[src/hdl/plbc_pkg.sv]
// plbc_pkg: shared types, constants and round functions for the 64-bit block cipher
// encrypt pipeline. Used by plbc_round_cell and lightweight_block_cipher_encrypt.
// No dependencies.
package plbc_pkg;

  localparam int unsigned BLOCK_W  = 64;
  localparam int unsigned KEY_W    = 128;
  localparam int unsigned ROUNDS   = 31;
  localparam int unsigned RC_W     = 5;
  localparam int unsigned PADDR_W  = 4;
  localparam int unsigned PDATA_W  = 64;

  // register select is address bit 3 (64-bit registers at 8-byte spacing)
  localparam logic REG_KEY_HIGH = 1'b0;
  localparam logic REG_KEY_LOW  = 1'b1;

  typedef logic [BLOCK_W-1:0] block_t;
  typedef logic [KEY_W-1:0]   key_t;
  typedef logic [RC_W-1:0]    rc_t;

  // data handed from one cell to the next
  typedef struct packed {
    block_t st;
    key_t   key;
  } stage_t;

  function automatic logic [3:0] sbox(input logic [3:0] x);
    logic [3:0] y;
    unique case (x)
      4'h0: y = 4'hC;
      4'h1: y = 4'h5;
      4'h2: y = 4'h6;
      4'h3: y = 4'hB;
      4'h4: y = 4'h9;
      4'h5: y = 4'h0;
      4'h6: y = 4'hA;
      4'h7: y = 4'hD;
      4'h8: y = 4'h3;
      4'h9: y = 4'hE;
      4'hA: y = 4'hF;
      4'hB: y = 4'h8;
      4'hC: y = 4'h4;
      4'hD: y = 4'h7;
      4'hE: y = 4'h1;
      4'hF: y = 4'h2;
      default: y = 4'h0;
    endcase
    return y;
  endfunction

  function automatic block_t sub_layer(input block_t v);
    block_t o;
    for (int n = 0; n < 16; n++) begin
      o[4*n +: 4] = sbox(v[4*n +: 4]);
    end
    return o;
  endfunction

  // bit j moves to (16*j) mod 63, bit 63 stays
  function automatic block_t perm_layer(input block_t v);
    block_t o;
    for (int j = 0; j < 63; j++) begin
      o[(16*j) % 63] = v[j];
    end
    o[63] = v[63];
    return o;
  endfunction

  function automatic key_t key_update(input key_t k, input rc_t rc);
    key_t r;
    r = {k[66:0], k[127:67]};
    r[127:124] = sbox(r[127:124]);
    r[123:120] = sbox(r[123:120]);
    r[66:62] = r[66:62] ^ rc;
    return r;
  endfunction

endpackage

[src/hdl/plbc_round_cell.sv]
// plbc_round_cell: one cipher round with its key schedule step, registered.
// Holds the block and the round key of one beat in flight.
// Depends on plbc_pkg.
module plbc_round_cell #(
  parameter logic [4:0] RC = 5'd1
) (
  input  logic            clk,
  input  logic            rst_n,
  input  logic            adv,
  input  logic            prev_valid,
  input  plbc_pkg::stage_t prev_data,
  output logic            valid,
  output plbc_pkg::stage_t data
);
  import plbc_pkg::*;

  logic   valid_r;
  stage_t data_r;
  stage_t data_nxt;

  always_comb begin
    data_nxt.st  = perm_layer(sub_layer(prev_data.st ^ prev_data.key[127:64]));
    data_nxt.key = key_update(prev_data.key, RC);
  end

  always_ff @(posedge clk) begin
    if (!rst_n) begin
      valid_r <= 1'b0;
    end else if (adv) begin
      valid_r <= prev_valid;
    end
  end

  always_ff @(posedge clk) begin
    if (adv) begin
      data_r <= data_nxt;
    end
  end

  assign valid = valid_r;
  assign data  = data_r;

endmodule

[config.mk]
export PLATFORM = sky130hd
export DESIGN_NAME = plbc_round_cell
export DESIGN_NICKNAME = d
export VERILOG_FILES = /design/src/hdl/plbc_pkg.sv /design/src/hdl/plbc_round_cell.sv
export SDC_FILE = /design/constraint.sdc
export NUM_CORES = 1
export LEC_CHECK = 0
export BUFFER_PORTS_ARGS = -buffer_cell sky130_fd_sc_hd__buf_2
export CORE_AREA = 2 2 150 152
export CTS_BUF_LIST = sky130_fd_sc_hd__clkbuf_2
export DETAILED_ROUTE_END_ITERATION = 8
export DIE_AREA = 0 0 152 154
export PLACE_DENSITY = 0.77
export SLEW_MARGIN = 20
export SYNTH_ARGS = -nofsm -noshare
export SYNTH_HDL_FRONTEND = slang
export SYNTH_SLANG_ARGS = --single-unit
[constraint.sdc]
create_clock -name clk -period 1.91 [get_ports clk]
set_input_delay 0.0955 -clock clk [delete_from_list [all_inputs] [get_ports clk]]
set_output_delay 0.0955 -clock clk [all_outputs]
set_load 0.005 [all_outputs]
==> flow_summary.toml, run 1 <==
[outcome]
status = "aborted with a tool error"
failed_stage = "4_1_cts"
error = "[ERROR RSZ-0060] Max buffer count reached."

[yosys]
synth.distinct_cells = 27
yosys_register_bits = 193
synth_edf_count = 192
yosysWarningCount = 0
avgSynthCellArea_sq_um = 16.7
seq_area_frac_synth = 0.624
async_reset_ff_frac = 0
netlist_instances = 555
synth_area_sq_um = 9270
synth-main-ff-cell = "edfxtp_1"
synth_nets = 809

[placement]
gp_congestion = 0.840
portBuffers = 388
dp_hpwl_mm = 16.6
post-place-cells = 1240

[die]
die_w_um = 152
fp.dieH_um = 154
ios = 389
core.rowCount = 54
initial_core_util = 0.427

[clocking]
numCtsBuffers = 17
holdBufCountCts = 256
cts_resized = 0
h-tree-depth = 4
postCtsSetupRepairBufs = 0
cts_root_buf = "clkbuf_2"
clock_sinks = 193
cts_buffer_depth = 2
synth_stat cells, types with 2 or more instances:
master / instances / area [sq um]
xor2_2: 12 / 195
nor2_1: 2 / 7.51
ha_1: 58 / 726
buf_6: 2 / 22.5
o21ai_0: 21 / 105
nand3_1: 16 / 80.1
o211ai_1: 15 / 113
mux2i_1: 50 / 500
xnor2_2: 3 / 48.8
mux4_1: 12 / 315
inv_1: 70 / 263
mux4_2: 8 / 180
xnor2_1: 46 / 403
xor2_4: 4 / 110
o221a_1: 16 / 180
xor2_1: 16 / 140
edfxtp_1: 192 / 5770
o21a_1: 3 / 22.5
logic make-up after synthesis:
kind of cell | Yosys count | synth area share
fa+ha+maj | 58 | 0.0783
flops | 193 | 0.624
simple gates | 22 | 0.0120
buf+inv | 73 | 0.0313
compound gates | 57 | 0.0470
xor+xnor | 82 | 0.0998
mux | 70 | 0.107
stage by stage:
stage,utilization,hold WS (ns),setup slack [ns],instance area (sq um)
after floorplan,-,0.194,0.392,9270
after global placement,0.541,0.272,0.212,11700
after detailed placement,0.541,0.274,0.155,11700
==> inputs of run 2 (changes only) <==
--- a/config.mk
+++ b/config.mk
@@ -6,11 +6,9 @@
 export NUM_CORES = 1
 export LEC_CHECK = 0
 export BUFFER_PORTS_ARGS = -buffer_cell sky130_fd_sc_hd__buf_2
-export CORE_AREA = 2 2 150 152
-export CTS_BUF_LIST = sky130_fd_sc_hd__clkbuf_2
+export CORE_UTILIZATION = 31
 export DETAILED_ROUTE_END_ITERATION = 8
-export DIE_AREA = 0 0 152 154
-export PLACE_DENSITY = 0.77
+export PLACE_DENSITY_LB_ADDON = 0.15
 export SLEW_MARGIN = 20
 export SYNTH_ARGS = -nofsm -noshare
 export SYNTH_HDL_FRONTEND = slang
==> run 2 against run 1 <==
The flow now finishes without violations. Area after synthesis stayed put. Synthesized cell count stayed put.
==> flow_summary.toml, run 2 <==
[sta]
finalSetupViolCount = 0
setup_ws_ns = 0.0594
rsz0062_at_grt = "false"
fin_crit_ns = 1.85
finalHoldViolations = 0
tightest_slew_ns = 0.636
fin_crit_sh = 0.969
relSlewSlack = 0.573
hold_slack_ns = 0.0359
fmax_mhz = 540
finalSetupTns_ns = 0
fin_worst_skew_ns = 0
maxSlewViolCount = 0

[worst_setup_path]
end_kind = "flip-flop"
worstPathArrival_ns = 2.03
r2r_slack_ns = 0.75
crit_type = "input pin to flip-flop"
worst-path-max-fanout = 5
critPathLaunchType = "input pin"
worstPathRequired_ns = 2.09

[clocking]
cts_root_buf = "clkbuf_16"
cts_buffer_depth = 2
cts_tree = "done"
clock_sinks = 193
numCtsBuffers = 17
h-tree-depth = 4
clk_pin_slew_ns = 0.08
postCtsSetupRepairBufs = 0
clock_latency_ns = 0.43

[power_and_ir_drop]
p_leak_nw = 5.99
pwr_density_cell_nw_per_um2 = 830
max-vdd-ir-drop_uv = 486

[placement]
gp_congestion = 0.767
dp_slack_ns = 0.134
portBuffers = 388
dp_hpwl_mm = 16.8
placed_area_sq_um = 11900

[global_routing]
grt_pass1_vias = 6631
antenna_found_initial = 1
grt_max_degree = 48
grt_overflow = 0
grt_pass1_wl_mm = 34.8
grt_usage = 0.148

[route]
dr.first_iter.drc_count = 241
finalWirelength_mm = 22.7
vias = 6495
viasPerCell = 4.31
drtAntennaViolNets = 0
drc = 0
drtPass1Iterations = 7
avgRoutedWirePerCell_um = 15.1

[die]
core.rowCount = 62
initial_core_util = 0.319
die_w_um = 175
dieArea_sq_um = 30600
fp.dieH_um = 175
coreArea_sq_um = 29100
ios = 389

[cells_and_area]
final_cell_mix = "buf_2, edfxtp_1, dlygate4sd3_1"
regArea_sq_um = 5790
drive_gt1_frac = 0.427
finalInstanceArea_sq_um = 13800
final_util = 0.473
syn_to_final_growth_pct = 48.6
largest_reg_flops = 192
multiInputGateArea_sq_um = 3220
num-nets-final = 1364
fillers = 2632
mostFrequentLayoutCell = "buf_2"

[outcome]
status = "finished, final reports clean"

[yosys]
synth_common_cells = "edfxtp_1, inv_1, ha_1"
synth.distinct_cells = 27
synth_nets = 809
async_reset_ff_frac = 0
yosys_register_bits = 193
synth_most_common_cell = "edfxtp_1"
netlist_instances = 555
synth_edf_count = 192
synth_area_leaders = "edfxtp_1, ha_1, mux2i_1, xnor2_1, mux4_1"
synth_top_area_share = 0.622
yosysWarningCount = 0
avgSynthCellArea_sq_um = 16.7
synth_area_sq_um = 9270
synth_area_leader_cell = "edfxtp_1"
synth-main-ff-cell = "edfxtp_1"
seq_area_frac_synth = 0.624

[hold_path]
hold_class = "input pin to flip-flop"

[job]
maxCapViolations = 0
[run 2: cell counts after synthesis]
No cell type changed its count.
[run 2: what timing repair did]
action / CTS / global route
gates resized for setup: 0 / 3
hold endpoints to repair: 121 / 0
setup endpoints to repair: 0 / 3
hold buffers: 122 / 0
[run 2: through the flow]
stage               instances  total power [mW]
floorplan                 555              6.54
global placement         1353              7.70
detailed placement       1353              7.72
CTS                      1507              11.6
global route             1508              12.0
finish                   1508              11.4
[run 2: final cells by class]
type	instances	share of cell area
tap	384	0.0349
multi-input combinational	289	0.234
antenna	1	0.000182
timing repair buffer	539	0.250
clock buffer	18	0.0312
inverter	70	0.0191
clock inverter	14	0.0113
sequential	193	0.420
[run 2: critical path: stages]
cell	delay [ns]
dlygate4sd3_1	0.55
buf_2	0.14
xor2_1	0.44
ha_1	0.34
mux4_2	0.46
[run 2: worst paths after layout]
path / startpoint / endpoint / depth (start not counted)
max: prev_data[68] / data[161]$_DFFE_PP_ / 5
min: prev_data[61] / data[120]$_DFFE_PP_ / 2
max reg2reg: valid$_SDFFE_PN0P_ / valid$_SDFFE_PN0P_ / 3
min reg2reg: valid$_SDFFE_PN0P_ / valid$_SDFFE_PN0P_ / 3
[run 2: logic make-up after synthesis]
group	count (synthesis)	synth area share
flip-flops	193	0.624
XOR/XNOR	82	0.0998
buffers and inverters	73	0.0313
multiplexers	70	0.107
adder cells (fa/ha/maj)	58	0.0783
AO/OA/AOI/OAI	57	0.0470
AND/OR/NAND/NOR	22	0.0120
[run 2: per-layer routing]
layer	part of all wire	wire [um]	global-route usage
met1	0.41	9240	0.168
met2	0.51	11600	0.262
met3	0.062	1400	0.0472
met4	0.019	424	0.0511
met5	0	0	0
[run 2: where the power goes]
part / leakage (nW) / internal (mW) / switching (mW) / total (mW)
Sequential: 1.89 / 5.24 / 0.102 / 5.34
Clock: 0.270 / 1.95 / 1.69 / 3.64
Combinational: 3.83 / 1.28 / 1.17 / 2.45
Total: 5.99 / 8.46 / 2.96 / 11.4
Power figures use the tool's default switching activity.
==> inputs of run 3 (changes only) <==
--- a/config.mk
+++ b/config.mk
@@ -6,9 +6,10 @@
 export NUM_CORES = 1
 export LEC_CHECK = 0
 export BUFFER_PORTS_ARGS = -buffer_cell sky130_fd_sc_hd__buf_2
-export CORE_UTILIZATION = 31
+export CORE_UTILIZATION = 28
 export DETAILED_ROUTE_END_ITERATION = 8
 export PLACE_DENSITY_LB_ADDON = 0.15
+export RECOVER_POWER = 50
 export SLEW_MARGIN = 20
 export SYNTH_ARGS = -nofsm -noshare
 export SYNTH_HDL_FRONTEND = slang
==> run 3 against run 2 <==
Routed wire length up 2.9%. Hold slack better by 0.031 ns. Via count up 1.0%. Critical path depth unchanged.
==> flow_summary.toml, run 3 (same netlist as run 2, synthesis figures left out) <==
[global_routing]
grt_util_met3 = 0.0521
grt_overflow = 0
grt.busiest_layer = "met2"
met1_usage = 0.153
grt_usage = 0.138
grt_pass1_wl_mm = 35.3
grt_pass1_vias = 6739
antenna_found_initial = 2
grt_max_degree = 56
use_met2 = 0.241

[sta]
fin_worst_skew_ns = 0
relSlewSlack = 0.00655
rsz0062_at_grt = "false"
finalSetupViolCount = 0
maxSlewViolCount = 0
tightest_slew_ns = 1.49
setup_ws_ns = 0.104
fmax_mhz = 554
fin_crit_ns = 1.81
fin_crit_sh = 0.946
finalHoldViolations = 0
finalSetupTns_ns = 0
hold_slack_ns = 0.0670

[route]
vias = 6561
viasPerCell = 4.19
finalWirelength_mm = 23.4
avgRoutedWirePerCell_um = 14.9
drtAntennaViolNets = 0
drc = 0
drtPass1Iterations = 6
dr.first_iter.drc_count = 254

[cells_and_area]
final_cells = 1567
finalInstanceArea_sq_um = 13700
num-nets-final = 1364
multiInputGateArea_sq_um = 3200
fillers = 3138
largest_reg_flops = 192
regArea_sq_um = 5790
syn_to_final_growth_pct = 47.9
mostFrequentLayoutCell = "buf_2"
final_cell_mix = "buf_2, edfxtp_1, dlygate4sd3_1"
drive_gt1_frac = 0.362
final_util = 0.421

[power_and_ir_drop]
max-vdd-ir-drop_uv = 574
pwr_density_cell_nw_per_um2 = 836
p_leak_nw = 5.80
fin_total_pwr_mw = 11.5

[die]
core.rowCount = 66
fp.dieH_um = 184
ios = 389
die_w_um = 184
coreArea_sq_um = 32500
initial_core_util = 0.285
dieArea_sq_um = 33800

[clocking]
clk_pin_slew_ns = 0.07
cts_buffer_depth = 2
clock_latency_ns = 0.44
cts_tree = "done"
postCtsSetupRepairBufs = 0
numCtsBuffers = 17
h-tree-depth = 4
cts_root_buf = "clkbuf_16"
clock_sinks = 193

[worst_setup_path]
critPathLaunchType = "input pin"
crit_family = "buffers and inverters"
cpMaxStageDelayCell = "dlygate4sd3_1"
end_kind = "flip-flop"
crit_type = "input pin to flip-flop"
worst-path-max-fanout = 5
worstPathCellList = "dlygate4sd3_1 -> clkbuf_1 -> xor2_1 -> ha_1 -> mux4_2"
worstPathRequired_ns = 2.09
cp_num_buf_inv = 2
crit_path_max_incr_delay_ns = 0.54
worstPathArrival_ns = 1.99

[placement]
portBuffers = 388
post-place-cells = 1410
placed_area_sq_um = 12000
gp_congestion = 0.749
dp_hpwl_mm = 17.4
dp_slack_ns = 0.124

[outcome]
status = "finished, final reports clean"

[hold_path]
hold_class = "input pin to flip-flop"

[job]
maxCapViolations = 0
-- run 3: cell type report --
| class | count | share of cell area |
|---|---|---|
| multi-input combinational | 289 | 0.233 |
| timing repair buffer | 539 | 0.241 |
| clock buffer | 17 | 0.0310 |
| inverter | 70 | 0.0192 |
| clock inverter | 15 | 0.0127 |
| antenna | 2 | 0.000365 |
| sequential | 193 | 0.422 |
| tap | 442 | 0.0403 |
-- run 3: worst paths after layout --
kind / start / to / slack, ns / cells past startpoint
setup / recovery: prev_data[72] / data[162]$_DFFE_PP_ / 0.10 / 5
hold / removal: prev_data[65] / data[127]$_DFFE_PP_ / 0.07 / 2
setup reg to reg: valid$_SDFFE_PN0P_ / valid$_SDFFE_PN0P_ / 0.75 / 3
hold reg to reg: valid$_SDFFE_PN0P_ / valid$_SDFFE_PN0P_ / 1.09 / 3
-- run 3: worst register-to-register path: cells and delay by family (launching register included) --
kind / cells / cell delay [ns]
muxes: 1 / 0.13
DFF: 1 / 0.31
buffers and inverters: 1 / 0.55
and+or+nand+nor: 1 / 0.06
-- run 3: power by group --
group | switching, mW | total, mW | internal, mW
sequential | 0.110 | 5.35 | 5.24
clock | 1.73 | 3.70 | 1.97
combinational | 1.16 | 2.41 | 1.24
-- run 3: metal layers --
layer | vias to the layer above | routed length, um
met4 | 0 | 363
met3 | 26 | 1730
met2 | 215 | 11900
li1 | 3187 | -
met5 | - | 0
met1 | 3133 | 9400
-- run 3: what timing repair did --
item / in CTS / in global routing
hold buffers: 123 / 0
endpoints found under the setup margin: 0 / 1
endpoints found under the hold margin: 122 / 0
resized for setup: 0 / 1
==> inputs of run 4 (changes only) <==
--- a/config.mk
+++ b/config.mk
@@ -6,8 +6,9 @@
 export NUM_CORES = 1
 export LEC_CHECK = 0
 export BUFFER_PORTS_ARGS = -buffer_cell sky130_fd_sc_hd__buf_2
-export CORE_UTILIZATION = 28
+export CORE_AREA = 2 2 149 151
 export DETAILED_ROUTE_END_ITERATION = 8
+export DIE_AREA = 0 0 151 153
 export PLACE_DENSITY_LB_ADDON = 0.15
 export RECOVER_POWER = 50
 export SLEW_MARGIN = 20
==> run 4 against run 3 <==
Fmax is 2.3% lower. Flip-flop and latch count stayed put. Hold slack worse by 0.033 ns. Global-route usage is 5.5 points higher. Clock power is 6.5% lower. Register-to-register slack hardly changed. Count of clock-buffer cells in the layout is 1 higher. Critical path depth is 1 higher. Die area is 32% lower. Cell area is 2.2% lower. Sequential share of layout area is 0.96 points higher. Non-clock buffer count is 11 lower. Critical endpoint is now data[171]$_DFFE_PP_.
==> flow_summary.toml, run 4 (same netlist as run 2, synthesis figures left out) <==
[route]
avgRoutedWirePerCell_um = 16.0
viasPerCell = 4.72
dr.first_iter.drc_count = 250
drtAntennaViolNets = 0
finalWirelength_mm = 22.3
vias = 6571
drc = 0
drtPass1Iterations = 4

[die]
die_w_um = 151
initial_core_util = 0.431
coreArea_sq_um = 21500
ios = 389
fp.dieH_um = 153
core.rowCount = 54
dieArea_sq_um = 23100

[cells_and_area]
mostFrequentLayoutCell = "buf_2"
syn_to_final_growth_pct = 44.6
multiInputGateArea_sq_um = 3220
largest_reg_flops = 192
final_cell_mix = "buf_2, edfxtp_1, dlygate4sd3_1"
regArea_sq_um = 5790
diodes = 0
fillers = 1737
finalInstanceArea_sq_um = 13400
num-nets-final = 1353
drive_gt1_frac = 0.363

[sta]
fmax_mhz = 541
relSlewSlack = 0.307
maxSlewViolCount = 0
finalHoldViolations = 0
fin_worst_skew_ns = 0
setup_ws_ns = 0.0617
rsz0062_at_grt = "false"
finalSetupViolCount = 0
fin_crit_ns = 1.85
tightest_slew_ns = 1.04
finalSetupTns_ns = 0
fin_crit_sh = 0.968

[placement]
dp_hpwl_mm = 16.7
portBuffers = 388
gp_congestion = 0.794
dp_slack_ns = 0.129
placed_area_sq_um = 11700

[clocking]
h-tree-depth = 4
numCtsBuffers = 17
clock_latency_ns = 0.43
clock_sinks = 193
postCtsSetupRepairBufs = 0
cts_root_buf = "clkbuf_16"
clk_pin_slew_ns = 0.08
cts_buffer_depth = 2
cts_tree = "done"

[worst_setup_path]
crit_type = "input pin to flip-flop"
cpMaxStageDelayCell = "dlygate4sd3_1"
worstPathArrival_ns = 2.01
worstPathRequired_ns = 2.07
crit_path_max_incr_delay_ns = 0.55
critPathLaunchType = "input pin"
end_kind = "flip-flop"
worst-path-max-fanout = 4
cp_num_buf_inv = 3
worstPathCellList = "dlygate4sd3_1 -> clkbuf_1 -> xnor2_1 -> inv_1 -> ha_1 -> mux4_1"
crit_family = "buffers and inverters"

[power_and_ir_drop]
p_leak_nw = 5.76
pwr_density_cell_nw_per_um2 = 836
max-vdd-ir-drop_uv = 574

[global_routing]
grt_pass1_wl_mm = 34.2
grt_pass1_vias = 6741
antenna_found_initial = 0
grt_usage = 0.193
grt_overflow = 0
grt_max_degree = 49

[hold_path]
hold_class = "input pin to flip-flop"

[job]
maxCapViolations = 0

[outcome]
status = "finished, final reports clean"
==> run 4: power breakdown <==
| group | switching [mW] | internal [mW] |
|---|---|---|
| Combinational | 1.17 | 1.22 |
| Clock | 1.72 | 1.74 |
| Sequential | 0.117 | 5.24 |
| Total | 3.00 | 8.21 |
==> run 4: worst reg2reg max path: cells and delay by family, from the launching register on <==
kind	cells	cell delay [ns]
buffers and inverters	1	0.55
flip-flops	1	0.31
multiplexers	1	0.13
AND/OR/NAND/NOR	1	0.07
==> run 4: final timing paths <==
| check | start | endpoint | slack, ns | cells past startpoint |
|---|---|---|---|---|
| setup / recovery | prev_data[109] | data[171]$_DFFE_PP_ | 0.06 | 6 |
| hold / removal | prev_data[61] | data[120]$_DFFE_PP_ | 0.03 | 2 |
| setup reg to reg | valid$_SDFFE_PN0P_ | valid$_SDFFE_PN0P_ | 0.74 | 3 |
| hold reg to reg | valid$_SDFFE_PN0P_ | valid$_SDFFE_PN0P_ | 1.08 | 3 |
==> run 4: through the flow <==
step           total power [mW]  hold WS (ns)  instances  utilization
4_1_cts                    11.4        0.0196       1392        0.629
3_5_place_dp               7.70         0.274       1238        0.546
3_3_place_gp               7.65         0.272       1238        0.546
2_1_floorplan              6.54         0.194        555            -
5_1_grt                    11.8        0.0267       1392        0.624
6_report                   11.2        0.0336       1392        0.624
==> run 4: final cells by class <==
class,instances,area share
tap,280,0.0261
sequential,193,0.432
multi-input combinational,289,0.240
clock inverter,14,0.0105
inverter,70,0.0196
clock buffer,18,0.0320
timing repair buffer,528,0.240
==> run 4: per-layer routing <==
metal  track usage  vias to the layer above  routed length (um)
li1              -                     3168                   -
met4        0.0703                        0                 558
met5             0                        -                   0
met2         0.349                      249               11700
met3        0.0636                       32                1910
met1         0.209                     3122                8130
==> run 4: repair_timing <==
action,4_1_cts,5_1_grt
gates resized for setup,0,4
endpoints found under the setup margin,0,3
endpoints found under the hold margin,121,0
hold buffers,122,0
